## config.mk

```make
export PLATFORM = sky130hd
export DESIGN_NAME = pixel_crc32_engine
export DESIGN_NICKNAME = d
export VERILOG_FILES = /design/src/hw/rtl/pcrc_pkg.sv /design/src/hw/rtl/pcrc_fold.sv /design/src/hw/rtl/pcrc_out_stage.sv /design/src/hw/rtl/pixel_crc32_engine.sv
export VERILOG_INCLUDE_DIRS = /design/src /design/src/hw/rtl
export SDC_FILE = /design/constraint.sdc
export NUM_CORES = 1
export LEC_CHECK = 0
export BUFFER_PORTS_ARGS = -buffer_cell sky130_fd_sc_hd__buf_4
export CORE_ASPECT_RATIO = 0.7
export CORE_MARGIN = 3
export CORE_UTILIZATION = 25
export CTS_CLUSTER_SIZE = 30
export DETAILED_ROUTE_END_ITERATION = 12
export HOLD_SLACK_MARGIN = 0.02
export PLACE_DENSITY = 0.41
export SYNTH_ARGS = -nofsm -noshare
export SYNTH_HDL_FRONTEND = slang
export SYNTH_SLANG_ARGS = --single-unit
```

## constraint.sdc

```tcl
create_clock -name clk -period 4.7 [get_ports clk]
set_input_delay 0.47 -clock clk [delete_from_list [all_inputs] [get_ports clk]]
set_output_delay 0.47 -clock clk [all_outputs]
set_load 0.02 [all_outputs]
```

## src/hw/rtl/assert_macros.svh

```systemverilog
// assertion helpers included by pixel_crc32_engine
`ifndef ASSERT_MACROS_SVH
`define ASSERT_MACROS_SVH

`ifndef ASSERT_OFF

`define ASSERT_PROP(lbl, clk, rstn, prop) \
  lbl: assert property (@(posedge clk) disable iff (!(rstn)) prop) \
    else $error("%m: property failed");

`define ASSERT_NEVER(lbl, clk, rstn, expr) \
  lbl: assert property (@(posedge clk) disable iff (!(rstn)) !(expr)) \
    else $error("%m: forbidden condition seen");

`else

`define ASSERT_PROP(lbl, clk, rstn, prop)

`define ASSERT_NEVER(lbl, clk, rstn, expr)

`endif

`endif

```

## src/hw/rtl/pcrc_pkg.sv

```systemverilog
package pcrc_pkg;

  localparam logic [31:0] CrcPoly = 32'hEDB8_8320;
  localparam logic [31:0] CrcInit = 32'hFFFF_FFFF;

  // pixel format codes, unused codes fold all four bytes
  localparam logic [2:0] FmtPix8  = 3'd1;
  localparam logic [2:0] FmtPix16 = 3'd2;
  localparam logic [2:0] FmtPix24 = 3'd3;
  localparam logic [2:0] FmtPix32 = 3'd4;

  typedef logic [31:0] crc_t;

  typedef struct packed {
    logic load;
    crc_t crc;
  } out_load_t;

  // one reflected byte step, xor network after unrolling
  function automatic crc_t crc_byte(input crc_t crc, input logic [7:0] data);
    crc_t c;
    c = crc ^ {24'h0, data};
    for (int i = 0; i < 8; i++) begin
      c = c[0] ? ((c >> 1) ^ CrcPoly) : (c >> 1);
    end
    return c;
  endfunction

endpackage

```

## src/hw/rtl/pcrc_fold.sv

```systemverilog
module pcrc_fold
  import pcrc_pkg::*;
(
  input  crc_t        crc_in,
  input  logic [31:0] word,
  input  logic [2:0]  fmt,
  output crc_t        crc_out
);

  crc_t s1, s2, s3, s4;

  // byte lanes chained, least significant byte first
  assign s1 = crc_byte(crc_in, word[7:0]);
  assign s2 = crc_byte(s1, word[15:8]);
  assign s3 = crc_byte(s2, word[23:16]);
  assign s4 = crc_byte(s3, word[31:24]);

  always_comb begin
    case (fmt)
      FmtPix8:  crc_out = s1;
      FmtPix16: crc_out = s2;
      FmtPix24: crc_out = s3;
      FmtPix32: crc_out = s4;
      default:  crc_out = s4;
    endcase
  end

endmodule

```

## src/hw/rtl/pcrc_out_stage.sv

```systemverilog
module pcrc_out_stage
  import pcrc_pkg::*;
(
  input  logic      clk,
  input  logic      rst_n,
  input  out_load_t ld,
  output logic      can_load,
  output logic      out_valid,
  input  logic      out_ready,
  output crc_t      out_crc_value
);

  logic out_valid_r, out_valid_nxt;
  crc_t crc_r;

  assign can_load = !out_valid_r || out_ready;

  always_comb begin
    out_valid_nxt = out_valid_r;
    if (ld.load) begin
      out_valid_nxt = 1'b1;
    end else if (out_ready) begin
      out_valid_nxt = 1'b0;
    end
  end

  always_ff @(posedge clk) begin
    if (!rst_n) begin
      out_valid_r <= 1'b0;
    end else begin
      out_valid_r <= out_valid_nxt;
    end
  end

  always_ff @(posedge clk) begin
    if (ld.load) begin
      crc_r <= ld.crc;
    end
  end

  assign out_valid     = out_valid_r;
  assign out_crc_value = crc_r;

endmodule

```

## src/hw/rtl/pixel_crc32_engine.sv

```systemverilog
// Reflected CRC-32 (poly 0xEDB88320) over a pixel stream. One pixel word is
// taken per transfer and its low 1, 2, 3 or 4 bytes (per cfg_pixel_format,
// other codes mean 4) are folded in least significant byte first. A pixel
// with first set restarts from all ones; a pixel with last set delivers the
// inverted CRC on out_crc_value and the next image starts clean. The block
// sustains one pixel per clock unless a last pixel is held. The whole fold
// is one combinational xor network between the input register and the CRC
// register; out_valid is registered in the output stage after the last pixel
// leaves the input register. A last pixel is held there only while an
// earlier result still waits on out_ready. Write cfg only while idle.
`include "assert_macros.svh"

module pixel_crc32_engine
  import pcrc_pkg::*;
(
  input  logic        clk,
  input  logic        rst_n,
  input  logic        cfg_valid,
  output logic        cfg_ready,
  input  logic [2:0]  cfg_pixel_format,
  input  logic        in_valid,
  output logic        in_ready,
  input  logic [31:0] in_pixel_word,
  input  logic        in_first_pixel,
  input  logic        in_last_pixel,
  output logic        out_valid,
  input  logic        out_ready,
  output logic [31:0] out_crc_value
);

  logic [2:0]  fmt_r;
  logic        vld_r, vld_nxt;
  logic [31:0] pix_r;
  logic        first_r, last_r;
  crc_t        crc_r, crc_nxt;
  crc_t        crc_base, crc_fold;
  logic        can_load, adv;
  out_load_t   ld;

  assign cfg_ready = 1'b1;

  always_ff @(posedge clk) begin
    if (!rst_n) begin
      fmt_r <= FmtPix32;
    end else if (cfg_valid && cfg_ready) begin
      fmt_r <= cfg_pixel_format;
    end
  end

  // a non-last pixel never waits on the result side
  assign adv      = vld_r && (!last_r || can_load);
  assign in_ready = !vld_r || adv;

  always_comb begin
    vld_nxt = vld_r;
    if (in_valid && in_ready) begin
      vld_nxt = 1'b1;
    end else if (adv) begin
      vld_nxt = 1'b0;
    end
  end

  always_ff @(posedge clk) begin
    if (!rst_n) begin
      vld_r <= 1'b0;
    end else begin
      vld_r <= vld_nxt;
    end
  end

  always_ff @(posedge clk) begin
    if (in_valid && in_ready) begin
      pix_r   <= in_pixel_word;
      first_r <= in_first_pixel;
      last_r  <= in_last_pixel;
    end
  end

  assign crc_base = first_r ? CrcInit : crc_r;

  pcrc_fold u_fold (
    .crc_in  (crc_base),
    .word    (pix_r),
    .fmt     (fmt_r),
    .crc_out (crc_fold)
  );

  always_comb begin
    crc_nxt = crc_r;
    if (adv) begin
      crc_nxt = last_r ? CrcInit : crc_fold;
    end
  end

  always_ff @(posedge clk) begin
    if (!rst_n) begin
      crc_r <= CrcInit;
    end else begin
      crc_r <= crc_nxt;
    end
  end

  assign ld.load = adv && last_r;
  assign ld.crc  = ~crc_fold;

  pcrc_out_stage u_out (
    .clk           (clk),
    .rst_n         (rst_n),
    .ld            (ld),
    .can_load      (can_load),
    .out_valid     (out_valid),
    .out_ready     (out_ready),
    .out_crc_value (out_crc_value)
  );

  `ASSERT_PROP(a_crc_restart, clk, rst_n, (adv && last_r) |=> (crc_r == CrcInit))
  `ASSERT_NEVER(a_last_overrun, clk, rst_n, vld_r && last_r && out_valid && !out_ready && in_ready)
  `ASSERT_PROP(a_cfg_taken, clk, rst_n, (cfg_valid && cfg_ready) |=> (fmt_r == $past(cfg_pixel_format)))
  `ASSERT_PROP(a_result_follows, clk, rst_n, (adv && last_r) |=> out_valid)

endmodule
```

==> results of run 1 <==
[layout make-up]
| class | count | area, um2 |
|---|---|---|
| fillers | 3640 | 24000 |
| multi-input cells | 635 | 6000 |
| flip-flops and latches | 103 | 2720 |
| repair buffers | 160 | 1210 |
| well taps | 472 | 591 |
| clock buffers | 9 | 225 |
| clock inverters | 7 | 91.3 |
| inverters | 2 | 7.51 |
[layout by cell type, fill, tap and decap left out, drive strengths merged, types with 4 or more instances in the layout]
master  count
a211oi     10
a21oi      48
a22oi       6
a31oi       6
and2        8
buf       160
clkbuf      9
clkinv      7
dfxtp      37
edfxtp     66
mux2        7
mux2i       4
nand2      30
nand2b      5
nor2       66
nor2b      13
nor3        8
o211ai     10
o21ai      34
o22ai       8
xnor2     219
xnor3      47
xor2       66
xor3       14
[kinds of logic after synthesis]
group,Yosys count,synth area share [%]
XOR/XNOR,346,48.4
other,1,0.0421
multiplexers,11,1.42
flip-flops,103,30.6
AND/OR/NAND/NOR,135,6.90
buffers and inverters,46,2.77
AO/OA/AOI/OAI,142,9.85
[final timing paths]
check,startpoint,endpoint,slack (ns),cells past startpoint
worst max register to register,first_r,u_out.out_crc_value[23],0.11,11
worst min-delay path,in_pixel_word[8],pix_r[8],0.24,1
worst max-delay path,first_r,u_out.out_crc_value[23],0.11,11
worst min register to register,crc_r[16],crc_r[16],0.51,2
[state kept, by name (all words and copies together) (netlist names)]
name,flops
u_out.out_valid,1
u_out.out_crc_value,32
crc_r,32
pix_r,32
last_r,1
first_r,1
vld_r,1
fmt_r,3
[critical path, stage by stage (launching register included)]
cell and delay, ns:
edfxtp_1 0.42, buf_12 0.20, nor2_4 0.20, xor3_2 0.50, xor3_1 0.45, xnor3_1 0.47, xor3_2 0.33, xnor3_2 0.48
xor2_1 0.35, xnor2_1 0.19, and2_1 0.20, o32ai_2 0.49
[through the flow]
step	setup WS [ns]	util (%)	area, um2	instances	hold WS, ns
2_1_floorplan	0.599	-	8900	784	0.443
3_3_place_gp	0.0452	30.0	10500	1369	0.494
3_5_place_dp	0.101	30.0	10500	1369	0.490
4_1_cts	0.0538	30.9	10800	1385	0.222
5_1_grt	0.0212	31.1	10900	1388	0.226
6_report	0.110	31.1	10900	1388	0.242
[metal layers]
layer  track usage [%]  up-vias  wire, um
met4              3.71        0       459
met5                 0        -         0
met2              25.5      188     13800
met3              4.07       26      2040
met1              27.4     3102     17100
li1                  -     2944         -
[repair_timing]
| action | CTS | global route |
|---|---|---|
| setup buffers | 0 | 3 |
| gates resized for setup | 0 | 8 |
| endpoints found under the setup margin | 0 | 9 |
| hold buffers | 0 | 0 |
==> reports/results.ini, run 1 <==
[sta]
min_period_ns=4.59
post-route-period-util_pct=97.7
slew_viol_final=0
maxClockFrequency_mhz=218
tns_ns=0
finalClockSkew_ns=0.0216
rsz0062_at_grt=no
setup_viol=0
relSlewSlack_pct=21.8
hold_viol=0
tightest_slew_ns=1.17

[floorplan]
core_area_um2=34900
rows=57
io_pins=77
fp.dieW_um=232
die_y_um=164
dieArea_um2=37900
initial_utilization_pct=25.5

[synthesis]
synth_cells=784
synthTopCellsByCount=xnor2_1, edfxtp_1, nor2_1
yosysTopAreaCell=edfxtp_1
synth_cell_types=56
synth_top_flop_cell=edfxtp_1
synth_area_per_cell_um2=11.4
synth_most_common_cell=xnor2_1
yosys_warnings=0
ys_seq_area_share_pct=30.6
synth_edf_count=66
synth.area.top_cells=edfxtp_1, xnor2_1, xnor3_1
synth_top_area_share_pct=22.3
syn_area_um2=8900
syn-num-nets=826
ys_ff_latch=103
async_flop_share_pct=0

[cts]
tritoncts=done
ctsHtreeMaxLevel=3
clkSinkCount=103
cts_buffer_depth=2
insertion_delay_ns=0.40
cts_root_buf=clkbuf_16
clk_transition_reported_paths_ns=0.10
cts_made_buffers=9

[grt]
grt_use_total_pct=17.9
grt_pass1_wl_um=47200
grt_max_degree=46
grt_antenna_before_repair=0
grt_pass1_vias=6362
grt-ovfl-total=0

[placed_design]
gp_congestion=0.890
portBuffers=75
hpwl_um=27400

[worst_setup_path]
crit_arrival_ns=4.70
crit_required_ns=4.81
cp-start-kind=flop
endpoint_kind=flop
critical_path_class=flop to flop
path_max_fanout=40

[route]
via_count=6260
wire_per_inst_um=24.1
ant_nets=0
via_per_inst=4.51
drt-initial-drc-count=479
drt_wl_total_um=33400
drc=0
first_pass_iters=5

[outcome]
outcome=completed

[worst_hold_path]
hp-class=input port to flop

[finish]
syn_to_final_growth_pct=21.9
fin_nets=953
num_antenna_cells=0
drive_above_1_share_pct=27.1

[run]
cap_violations=0

Power of run 1 is not shown: default switching activity piles up to over one toggle a cycle in this logic, so the estimate is an artifact.
==> inputs of run 2 (changes only) <==
--- a/config.mk
+++ b/config.mk
@@ -6,6 +6,7 @@
 export SDC_FILE = /design/constraint.sdc
 export NUM_CORES = 1
 export LEC_CHECK = 0
+export ABC_AREA = 1
 export BUFFER_PORTS_ARGS = -buffer_cell sky130_fd_sc_hd__buf_4
 export CORE_ASPECT_RATIO = 0.7
 export CORE_MARGIN = 3
@@ -16,4 +17,5 @@
 export PLACE_DENSITY = 0.41
 export SYNTH_ARGS = -nofsm -noshare
 export SYNTH_HDL_FRONTEND = slang
+export SYNTH_HIERARCHICAL = 1
 export SYNTH_SLANG_ARGS = --single-unit
==> run 2 against run 1 <==
Compared with the run above:
- final cell count up 57%
- first-iteration DRC count up 100%
- critical path depth up 15
- area after synthesis up 16%
- setup slack better by 0.22 ns
- die area up 15%
- maximum frequency up 5.1%
- synthesized cell count up 96%
==> reports/results.ini, run 2 <==
[outcome]
outcome=completed

[floorplan]
die_y_um=176
core_area_um2=40100
dieArea_um2=43700
initial_utilization_pct=25.7
io_pins=77
rows=61
fp.dieW_um=249

[sta]
rsz0062_at_grt=yes
tns_ns=0
hold_viol=0
min_period_ns=4.37
setup_viol=0
slew_viol_final=0
relSlewSlack_pct=29.5
timing.hold.ws_ns=0.253
tightest_slew_ns=1.06
maxClockFrequency_mhz=229
post-route-period-util_pct=92.9
finalClockSkew_ns=0.0105

[cts]
cts_buffer_depth=2
ctsHtreeMaxLevel=3
cts_hold_buf=0
clkSinkCount=103
clk_transition_reported_paths_ns=0.08
cts_made_buffers=9
tritoncts=done
insertion_delay_ns=0.39
cts_root_buf=clkbuf_16

[worst_setup_path]
r2r_slack_ns=0.33
path_max_fanout=9
reg2reg_to=crc_r[27]
endpoint_kind=flop
crit_arrival_ns=4.62
crit_required_ns=4.95
reg2reg_from=first_r
reg2regPathDepth=26
critical_path_class=flop to flop
cp-start-kind=flop

[finish]
fillers=4474
syn_to_final_growth_pct=19.0
fin_nets=1682
drive_above_1_share_pct=24.7
layout_commonest_cell=nand2_1
num_antenna_cells=0
final_cell_mix=nand2_1, nand3_1, inv_1

[synthesis]
synth.area.top_cells=nand2_1, edfxtp_1, nand3_1
synth_top_flop_cell=edfxtp_1
syn_area_um2=10300
synth_most_common_cell=nand2_1
synth_cell_types=50
ys_ff_latch=103
syn-num-nets=1578
synth_top_area_share_pct=21.1
yosys_warnings=6
async_flop_share_pct=0
synth_cells=1536
synth_area_per_cell_um2=6.70
synth_edf_count=66
ys_seq_area_share_pct=26.4
synthTopCellsByCount=nand2_1, nand3_1, inv_1
yosysTopAreaCell=nand2_1

[worst_hold_path]
whs_endpoint=last_r
min_path_cells=1
hp-class=input port to flop
hp-start=in_last_pixel

[pwr]
power.leakage_nw=6.17
p_per_area_nw_per_um2=801
irDropWorstVdd_uv=265

[grt]
grt-ovfl-total=0
grt_antenna_before_repair=1
grt_pass1_vias=9368
grt_max_degree=38
grt_use_total_pct=20.0
grt_pass1_wl_um=64100

[route]
drc=0
drt_wl_total_um=44700
via_per_inst=4.81
drt-initial-drc-count=971
first_pass_iters=5
via_count=10500
wire_per_inst_um=20.5
ant_nets=0

[placed_design]
hpwl_um=36100
portBuffers=75
gp_congestion=0.933

[run]
cap_violations=0

run 2: changes by cell type in the layout (fill, tap and decap cells not counted), moves of 34 or more:
cell | before | now
a21oi_1 | 48 | 11
inv_1 | 1 | 130
nand2_1 | 30 | 558
nand2_2 | 0 | 99
nand2_4 | 0 | 54
nand3_1 | 2 | 236
nor2_1 | 61 | 25
or2_2 | 0 | 36
xnor2_1 | 193 | 20
xnor3_1 | 36 | 2
run 2: stage by stage:
| stage | utilization (%) | setup WS, ns | instances | total power, mW | cell area (um2) |
|---|---|---|---|---|---|
| 6_report | 30.5 | 0.334 | 2180 | 9.81 | 12300 |
| 5_1_grt | 30.5 | -0.0519 | 2180 | 10.6 | 12300 |
| 4_1_cts | 29.3 | 0.000278 | 2155 | 9.40 | 11800 |
| 2_1_floorplan | - | 1.25 | 1536 | 6.17 | 10300 |
| 3_5_place_dp | 28.6 | -0.0951 | 2139 | 8.56 | 11500 |
| 3_3_place_gp | 28.6 | -0.108 | 2139 | 8.59 | 11500 |
run 2: how the worst max path moves through the flow:
stage / start / to / cells past startpoint
global route: first_r / crc_r[18] / 35
finish: first_r / crc_r[27] / 26
CTS: first_r / crc_r[19] / 32
detailed placement: first_r / crc_r[20] / 31
global placement: first_r / crc_r[20] / 31
floorplan: first_r / crc_r[25] / 31
run 2: logic make-up after synthesis:
group	Yosys count	synth area share (%)
simple gates	1064	50.0
buf+inv	182	8.21
xor+xnor	125	11.5
flops	103	26.4
compound gates	61	3.81
other cells	1	0.0364
run 2: where the power goes:
group	switching [mW]	internal (mW)	total, mW
Sequential	0.0838	1.29	1.37
Combinational	5.20	2.46	7.66
Clock	0.417	0.371	0.788
run 2: area by class of cell:
cell class	count	area [um2]	area share, %
Sequential cell	103	2720	22.2
Inverter	145	559	4.56
Tap cell	535	669	5.46
Multi-Input combinational cell	1251	7050	57.5
Timing Repair Buffer	130	973	7.94
Clock buffer	10	229	1.87
Clock inverter	6	51.3	0.419
run 2: worst max-delay path, cell delays in order, from the launching register on:
cell	delay [ns]
edfxtp_1	0.45
or2_2	0.36
inv_1	0.10
nand2_1	0.06
nand2_2	0.20
nand2_1	0.10
nand2_2	0.16
xor2_1	0.26
inv_1	0.14
nand2_1	0.11
nand2_1	0.06
nand2_1	0.13
nand2_2	0.08
nand2_1	0.10
nand2_1	0.13
nand2_1	0.13
nand2_4	0.12
nand2_1	0.10
nand2_1	0.10
nand2_1	0.08
nand2_1	0.14
a221oi_1	0.65
nand2_1	0.11
inv_1	0.11
nand2_1	0.06
nand3_1	0.09
nand3_1	0.09
run 2: per-layer routing:
layer	vias to the layer above	GRT usage (%)	wire, um
li1	5116	-	-
met2	363	26.2	16800
met3	32	5.94	3920
met1	4979	31.4	23300
met5	-	0	0
met4	0	4.01	633
run 2: timing repair:
action / 4_1_cts / 5_1_grt
resized for setup: 2 / 67
endpoints found under the setup margin: 9 / 49
pin swaps: 0 / 15
buffers inserted: 0 / 25
No activity file was read; power rests on OpenSTA's default activity.
==> inputs of run 3 (changes only) <==
--- a/config.mk
+++ b/config.mk
@@ -6,7 +6,6 @@
 export SDC_FILE = /design/constraint.sdc
 export NUM_CORES = 1
 export LEC_CHECK = 0
-export ABC_AREA = 1
 export BUFFER_PORTS_ARGS = -buffer_cell sky130_fd_sc_hd__buf_4
 export CORE_ASPECT_RATIO = 0.7
 export CORE_MARGIN = 3
==> constraint.sdc (replaced) <==
create_clock -name clk -period 5.24 [get_ports clk]
set_input_delay 0.524 -clock clk [delete_from_list [all_inputs] [get_ports clk]]
set_output_delay 0.524 -clock clk [all_outputs]
set_load 0.02 [all_outputs]
==> run 3 against run 2 <==
Compared with the run above:
- die area shrank 18%
- synthesized cell count shrank 51%
- routed wire length down 29%
- critical path depth shrank 14
- largest cell class unchanged
- count of clock-buffer cells in the layout is 1 lower
- sequential cell count stayed put
- highest routed layer is now met5
- critical path type unchanged
- clock skew is 0.0073 ns higher
- maximum frequency down 12%
==> reports/results.ini, run 3 <==
[outcome]
outcome=completed

[synthesis]
synth_top_flop_cell=edfxtp_1
synthTopCellsByCount=xnor2_1, edfxtp_1, xor2_1
ys_seq_area_share_pct=32.3
async_flop_share_pct=0
synth_area_per_cell_um2=11.2
syn_area_um2=8420
ys_ff_latch=103
synth_edf_count=66
yosysTopAreaCell=edfxtp_1
synth_cells=751
syn-num-nets=793
synth_cell_types=55
synth_most_common_cell=xnor2_1
synth_top_area_share_pct=23.5
yosys_warnings=6
synth.area.top_cells=edfxtp_1, xnor2_1, xnor3_1

[finish]
final_core_util_pct=31.5
num_antenna_cells=0
fin_nets=929
syn_to_final_growth_pct=22.6
layout_commonest_cell=xnor2_1
drive_above_1_share_pct=29.8
fillers=3404
final_cell_mix=xnor2_1, buf_4, edfxtp_1

[worst_setup_path]
cp-start-kind=flop
crit_required_ns=5.36
r2r_slack_ns=0.31
crit_arrival_ns=5.05
path_max_fanout=16
critical_path_class=flop to flop
endpoint_kind=flop

[sta]
min_period_ns=4.93
relSlewSlack_pct=34.5
maxClockFrequency_mhz=203
post-route-period-util_pct=94.2
finalClockSkew_ns=0.0178
timing.hold.ws_ns=0.307
hold_viol=0
setup_viol=0
tightest_slew_ns=0.979
slew_viol_final=0
rsz0062_at_grt=no
tns_ns=0

[cts]
cts_made_buffers=9
insertion_delay_ns=0.39
clkSinkCount=103
clk_transition_reported_paths_ns=0.09
cts_buffer_depth=2
cts_root_buf=clkbuf_16
tritoncts=done
ctsHtreeMaxLevel=3
cts_hold_buf=0

[worst_hold_path]
hp-class=input port to flop

[route]
drt_wl_total_um=31900
ant_nets=0
first_pass_iters=5
drt-initial-drc-count=580
via_per_inst=4.61
drc=0
wire_per_inst_um=24.2
via_count=6080

[grt]
grt_pass1_vias=6138
grt_antenna_before_repair=1
grt_use_total_pct=17.9
grt-ovfl-total=0
grt_pass1_wl_um=45800
grt_max_degree=38

[run]
cap_violations=0

[placed_design]
gp_congestion=0.921
hpwl_um=26000
portBuffers=75

[floorplan]
initial_utilization_pct=25.7
io_pins=77
fp.dieW_um=225
dieArea_um2=36000
die_y_um=160
rows=55
core_area_um2=32800

[run 3: cell types whose count changed in the layout (fill, tap and decap cells not counted), sizes merged, moves of 34 or more]
cell	change
nand2	-706
xnor3	+38
xor2	-34
inv	-110
nand3	-269
o21ai	+35
xnor2	+184
[run 3: metrics by stage]
stage / instance area (um2) / cells / worst slack [ns]
2_1_floorplan: 8420 / 751 / 0.421
3_3_place_gp: 9950 / 1302 / -0.126
3_5_place_dp: 9950 / 1302 / -0.0752
4_1_cts: 10300 / 1318 / 0.00806
5_1_grt: 10300 / 1319 / 0.0842
6_report: 10300 / 1319 / 0.305
[run 3: final timing paths]
path | startpoint | end | cells after the start
worst max-delay path | first_r | u_out/out_crc_value[2] | 12
worst min-delay path | in_last_pixel | last_r | 1
worst max register to register | first_r | u_out/out_crc_value[2] | 12
worst min register to register | u_out/out_valid | u_out/out_valid | 2
[run 3: final cells by class]
cell class | count | area (um2) | area share (%)
repair buffers | 155 | 1160 | 11.3
inverters | 37 | 139 | 1.34
multi-input cells | 581 | 5450 | 52.8
flip-flops and latches | 103 | 2720 | 26.4
well taps | 427 | 534 | 5.17
clock inverters | 7 | 90.1 | 0.872
clock buffers | 9 | 225 | 2.18
[run 3: timing repair]
action,CTS,global route
gates resized for setup,3,5
endpoints found under the setup margin,4,37
hold endpoints to repair,0,0
buffers inserted,0,1
[run 3: kinds of logic after synthesis]
kind of cell	synth area share [%]
AND/OR/NAND/NOR	6.37
multiplexers	1.08
buffers and inverters	3.59
other	0.0445
flip-flops	32.3
AO/OA/AOI/OAI	11.0
XOR/XNOR	45.6
[run 3: routing by layer]
layer	routed length, um	track usage, %
met2	11900	22.7
met5	13	0
met1	16700	28.5
met4	520	4.39
met3	2710	5.40
[run 3: worst max-delay path, cell delays in order (launching register included)]
cell and delay [ns]:
edfxtp_1 0.36, buf_4 0.19, or2_2 0.36, xor2_4 0.32, xnor3_1 0.63, xnor2_2 0.28
xnor3_1 0.56, xnor2_4 0.36, xnor3_2 0.55, xnor2_1 0.37, xnor2_1 0.13, o221ai_1 0.48
inv_1 0.08
Power of run 3 is left out for the same reason.
